### src/sv/crt_pkg.sv
// ----------------------------------------------------------------------------
// crt_pkg
// Shared sizes, types and decode helpers for the call/return tracer.
// ----------------------------------------------------------------------------
package crt_pkg;

	localparam int TABLE_ENTRIES = 64;
	localparam int IDX_W = (TABLE_ENTRIES > 1) ? $clog2(TABLE_ENTRIES) : 1;
	localparam int CNT_W = $clog2(TABLE_ENTRIES + 1);
	localparam int SYM_W = 6;
	localparam int DEPTH_W = 8;

	localparam logic [DEPTH_W-1:0] DEPTH_MAX = '1;

	localparam logic [31:0] JAL_MASK  = 32'h0000_0fff;
	localparam logic [31:0] JAL_RA    = 32'h0000_00ef;
	localparam logic [31:0] JALR_MASK = 32'h0000_7fff;
	localparam logic [31:0] JALR_RA   = 32'h0000_00e7;
	localparam logic [31:0] RET_INSN  = 32'h0000_8067;

	typedef enum logic {
		ACT_ADD   = 1'b0,
		ACT_TRACE = 1'b1
	} action_t;

	typedef enum logic {
		EV_CALL   = 1'b0,
		EV_RETURN = 1'b1
	} event_kind_t;

	// lookup token walking the cell row
	typedef struct packed {
		logic               valid;
		event_kind_t        kind;
		logic [31:0]        pc;
		logic [DEPTH_W-1:0] depth;
		logic               found;
		logic [SYM_W-1:0]   index;
	} token_t;

	function automatic logic is_call(input logic [31:0] insn);
		return ((insn & JAL_MASK) == JAL_RA) || ((insn & JALR_MASK) == JALR_RA);
	endfunction

	function automatic logic is_return(input logic [31:0] insn);
		return insn == RET_INSN;
	endfunction

	// low symbol-index bits of a cell position
	function automatic logic [SYM_W-1:0] sym_of(input logic [IDX_W-1:0] idx);
		logic [IDX_W+SYM_W-1:0] w;
		w = {{SYM_W{1'b0}}, idx};
		return w[SYM_W-1:0];
	endfunction

endpackage

### src/sv/crt_cell.sv
// ----------------------------------------------------------------------------
// crt_cell
// One symbol-table entry; checks the passing token and hands it on.
// ----------------------------------------------------------------------------
module crt_cell
	import crt_pkg::*;
(
	input  logic             clk,
	input  logic             arst_n,
	input  logic             wr_en,
	input  logic [31:0]      wr_start,
	input  logic [31:0]      wr_length,
	input  logic             enabled,
	input  logic [IDX_W-1:0] cell_idx,
	input  token_t           tok_in,
	output token_t           tok_out
);

	logic [31:0] start_q;
	logic [31:0] length_q;
	logic [32:0] range_end;
	logic        hit;
	token_t      tok_next;

	always_ff @(posedge clk) begin
		if (wr_en) begin
			start_q  <= wr_start;
			length_q <= wr_length;
		end
	end

	// end taken at 33 bits so a range past the top of memory does not wrap
	assign range_end = {1'b0, start_q} + {1'b0, length_q};
	assign hit = enabled && (start_q <= tok_in.pc) && (range_end > {1'b0, tok_in.pc});

	always_comb begin
		tok_next = tok_in;
		if (!tok_in.found && hit) begin
			tok_next.found = 1'b1;
			tok_next.index = sym_of(cell_idx);
		end
	end

	always_ff @(posedge clk or negedge arst_n) begin
		if (!arst_n) begin
			tok_out <= '0;
		end else begin
			tok_out <= tok_next;
		end
	end

endmodule

### config.mk
export PLATFORM = sky130hd
export DESIGN_NAME = crt_cell
export DESIGN_NICKNAME = d
export VERILOG_FILES = /design/src/sv/crt_pkg.sv /design/src/sv/crt_cell.sv
export SDC_FILE = /design/constraint.sdc
export NUM_CORES = 1
export LEC_CHECK = 0
export BUFFER_PORTS_ARGS = -buffer_cell sky130_fd_sc_hd__buf_2
export CORE_MARGIN = 2
export CORE_UTILIZATION = 40
export DETAILED_ROUTE_END_ITERATION = 16
export PLACE_DENSITY = 0.74
export SETUP_SLACK_MARGIN = 0.5
export SKIP_CTS_REPAIR_TIMING = 1
export SYNTH_ARGS = -nofsm -noshare
export SYNTH_HDL_FRONTEND = slang
export SYNTH_SLANG_ARGS = --single-unit
### constraint.sdc
create_clock -name clk -period 11.7 [get_ports clk]
set_input_delay 0 -clock clk [delete_from_list [all_inputs] [get_ports clk]]
set_output_delay 0 -clock clk [all_outputs]
set_load 0.03 [all_outputs]
======== After elaboration in Yosys (flattened, before gate mapping) ========
Cells that the tools add are included.
operators by class
  add/sub/neg operators ................... 1
  $mul .................................... 0
  div/mod/pow operators ................... 0
  magnitude comparators ................... 2
  equal/unequal tests ..................... 0
  shift operators ......................... 0
  multiplexer cells ....................... 1
  bitwise gates (word level) .............. 0
  reduce and logical (&&, ||, !) cells .... 4
operators by type and width
  operator                         number
  adder 32 x 32 -> 33 bit          1
  > comparator 33 x 32 -> 1 bit    1
  less-or-equal comparator 32 bit  1
  two-way mux 7 bit                1
  logical AND 1 bit                3
  logical NOT 1 bit                1
storage, ports and cells
  register bits ........................... 113
  latch bits .............................. 0
  bits in writable memories ............... 0
  ROM bits ................................ 0
  logic and storage cells ................. 16
  memories kept ........................... 0

======== Depth between registers and ports, before layout ========
  depth in word-level cells ............... 5
  gate-level depth with buffers ........... 20
  gate-level depth less buffers ........... 20

======== Least setup slack after synthesis ========
OpenSTA, ideal clock, no wires.
  path kind ............................... flip-flop to flip-flop
  from .................................... reg start_q[0]
  to ...................................... reg tok_out[0] in the netlist's numbering
  arrival time ............................ 4.109 ns
  data required time ...................... 11.575 ns
  setup slack ............................. 7.466 ns
  stages on the path, launching flop included .. 21
  clock period less this slack ............ 4.234 ns
  cells stage by stage .................... edfxtp_1 > ha_1 > inv_1 > fa_1 > nand2b_1 > a211oi_1 > and4bb_2 > o211a_1 > nor3_2 > a31o_2 > a21oi_1 > xnor2_1 > ha_1 > a21oi_1 > nor2_1 > a211oi_1 > o21ai_0 > a221oi_1 > o21ai_1 > nand4b_2 > mux2_2
RTL lines
  item                      RTL line        source
  start: declaration        crt_cell.sv:19  logic [31:0] start_q;
  start signal: assignment  crt_cell.sv:27  start_q <= wr_start;
  end signal: assignment    crt_cell.sv:48  tok_out <= tok_next;
  end: declaration          crt_cell.sv:16  output token_t tok_out

==> impl_metrics.yaml <==
job:
  cap_violations: 0
sta:
  fin_crit_ns: 5.45
  setup_viol: 0
  fmax_mhz: 184
  fin_crit_sh_pct: 46.5
  fin_ws_ns: 6.25
  hold_ws_ns: 0.226
  skew_ns: 0.00646
  relSlewSlack_pct: 44.0
  rsz0062_at_grt: "no"
  final_max_slew_viol_count: 0
  worst_pin_slew_ns: 0.841
  setup_tns_ns: 0
  hold_viol_final: 0
global_route:
  grt_pass1_vias: 4840
  grt_antenna_before_repair: 0
  grt-ovfl-total: 0
  grtUsageTotal_pct: 18.4
  grt_first_pass_wirelength_um: 23900
  grt_max_degree: 65
power:
  p_per_area_nw_per_um2: 147
  vdd_drop_max_uv: 95.2
  p_total_mw: 1.38
  leakagePower_nw: 4.32
clock_tree:
  cts.sinks: 113
  path_clk_slew_ns: 0.06
  cts_tree: "done"
  clk_latency_ns: 0.41
  cts-root-buf: "clkbuf_16"
  numCtsBuffers: 17
  clk_path_buf_depth: 2
  cts.htree.levels: 4
synthesis:
  async_flop_share_pct: 43.4
  ys_ff_latch: 113
  syn_area_sq_um: 6390
  synth_ff_type: "edfxtp_1"
  avgSynthCellArea_sq_um: 11.7
  yosysWarnings: 0
  synth-edff-count: 64
  synth_nets: 768
  synth.distinct_cells: 50
  synth-seq-area-share_pct: 49.3
  syn_inst: 548
layout:
  antennaDiodeCount: 0
  fin_cells: 1083
  final_layout_size_suffix_gt1_share_pct: 25.5
  fill_cells: 1321
  final_util_pct: 59.2
  area_delta_synth_final_pct: 46.1
  fin_nets: 1074
  final_cell_area_sq_um: 9340
critical_path:
  critPathKind: "reg -> reg"
  crit_buf_inv: 2
  cpLargestDelayFamily: "compound AO/OA/AOI/OAI gates"
  worstPathArrival_ns: 5.73
  endpoint_kind: "flop"
  cp-start-kind: "flop"
  path_cells: "ha_1, inv_1, fa_1, nand2b_1, a211oi_1, and4bb_2, o211a_1, nor3_2, a31o_2, a21oi_1, xnor2_1, ha_1, a21oi_1, nor2_1, a211oi_1, o21ai_0, a221oi_1, o21ai_1, nand4b_2, mux2_2, dlygate4sd3_1"
  crit_slowest_cell: "dlygate4sd3_1"
  crit_required_ns: 11.99
  critPathMaxStageDelay_ns: 0.57
  crit_fanout: 6
floorplanning:
  die-area_sq_um: 17000
  ios: 172
  start_util_pct: 40.5
  die_h_um: 130
  core_sq_um: 15800
  core.rowCount: 46
  die_w_um: 130
routing:
  wl_per_cell_um: 15.8
  ant_nets: 0
  drtIter0Drc: 319
  route.detailed.drc: 0
  viasPerCell: 5.01
  num_vias: 5422
  first_pass_iters: 5
  totalWireLength_um: 17100
placed_design:
  placed_cells: 931
  placed_area_sq_um: 7510
  dpl.hpwl_um: 12000
  place.gp.congestion: 0.884
  dp_slack_ns: 6.92
  port_buffers: 171
run_status:
  status: "completed"
hold_path:
  hp-class: "in -> reg"
==> cells in the final DEF, fill, tap and decap left out, drive strengths merged, types with 3 or more instances in the layout <==
cell / count
a2111oi: 3
a211oi: 9
a21o: 17
a21oi: 52
a221oi: 5
a31o: 4
and2: 3
and3: 4
and4: 4
buf: 173
bufinv: 4
clkbuf: 22
clkinv: 3
dfrtp: 49
dlygate4sd3: 120
edfxtp: 64
ha: 96
inv: 44
mux2: 6
nand2: 33
nand2b: 7
nand3: 15
nand4: 16
nor2: 16
nor2b: 4
nor3: 7
nor4: 3
o211ai: 6
o21a: 4
o21ai: 21
o21ba: 3
o21bai: 3
o31ai: 3
xnor2: 16
xor2: 11
==> sequential cells by signal (all words and copies together), names as in the netlist <==
name and cells:
length_q 32, tok_out 49, start_q 32
==> worst reg2reg max path, stage by stage (launching register included) <==
cell           delay [ns]
edfxtp_1             0.35
ha_1                 0.20
inv_1                0.07
fa_1                 0.41
nand2b_1             0.21
a211oi_1             0.38
and4bb_2             0.31
o211a_1              0.24
nor3_2               0.30
a31o_2               0.21
a21oi_1              0.07
xnor2_1              0.13
ha_1                 0.31
a21oi_1              0.14
nor2_1               0.06
a211oi_1             0.21
o21ai_0              0.13
a221oi_1             0.31
o21ai_1              0.16
nand4b_2             0.21
mux2_2               0.37
dlygate4sd3_1        0.57
==> per-layer routing <==
metal | up-vias | wire [um] | track usage [%]
li1 | 2667 | - | -
met2 | 174 | 8290 | 29.5
met5 | - | 0 | 0
met3 | 28 | 852 | 4.72
met1 | 2553 | 7500 | 23.8
met4 | 0 | 427 | 7.82
==> Yosys cell counts, drive strengths merged, types with 2 or more instances <==
| cell | number | area share [%] |
|---|---|---|
| nor2 | 16 | 0.94 |
| o21bai | 3 | 0.35 |
| o21ai | 21 | 1.6 |
| nand4 | 16 | 1.6 |
| o21a | 4 | 0.47 |
| nor2b | 4 | 0.39 |
| nor3 | 7 | 0.63 |
| nand3 | 15 | 1.2 |
| a2111oi | 3 | 0.41 |
| o31ai | 3 | 0.65 |
| a31o | 4 | 0.55 |
| nor4 | 3 | 0.29 |
| a21oi | 52 | 4.1 |
| xnor2 | 16 | 2.2 |
| a41oi | 2 | 0.27 |
| a221oi | 5 | 0.69 |
| xor2 | 11 | 1.5 |
| o211ai | 6 | 0.70 |
| and2 | 3 | 0.29 |
| inv | 43 | 2.5 |
| dfrtp | 49 | 19 |
| mux2 | 6 | 1.1 |
| o21ba | 3 | 0.47 |
| clkbuf | 5 | 0.29 |
| nand2b | 7 | 0.69 |
| ha | 96 | 19 |
| edfxtp | 64 | 30 |
| a211oi | 9 | 1.1 |
| and4 | 4 | 0.55 |
| and3 | 4 | 0.39 |
| a21o | 17 | 2.0 |
| nand2 | 33 | 1.9 |
==> where the power goes <==
part | internal, mW | switching [mW]
registers | 0.453 | 0.0126
clock network | 0.371 | 0.176
logic | 0.166 | 0.197
==> final cells by class <==
cell class                 instances  area (sq um)  area share, %
sequential                       113          3150           33.7
clock inverter                    10           155           1.66
clock buffer                      22           474           5.08
multi-input combinational        386          3060           32.7
timing repair buffer             293          2070           22.2
inverter                          43           161           1.73
tap                              216           270           2.89
==> path summary, 6_finish.rpt <==
check	startpoint	end	slack, ns	cells past startpoint
hold reg to reg	length_q[31]$_DFFE_PP_	tok_out[6]$_DFF_PN0_	0.90	4
min in group asynchronous	arst_n	tok_out[26]$_DFF_PN0_	0.24	3
setup reg to reg	start_q[0]$_DFFE_PP_	tok_out[1]$_DFF_PN0_	6.25	21
hold / removal	tok_in[47]	tok_out[47]$_DFF_PN0_	0.23	2
max in group asynchronous	arst_n	tok_out[42]$_DFF_PN0_	10.99	3
setup / recovery	start_q[0]$_DFFE_PP_	tok_out[1]$_DFF_PN0_	6.25	21
==> cells by family (layout without fill, tap and decap cells) <==
family,after synthesis,count (layout),synth area share [%]
xor gates and xnor gates,27,27,3.70
AOI/OAI and AO/OA,138,138,14.2
DFF,113,113,49.3
and+or+nand+nor,118,118,9.81
muxes,6,6,1.06
buffers and inverters,49,368,2.90
adders and majority gates,97,97,19.1
Power figures use the tool's default switching activity.
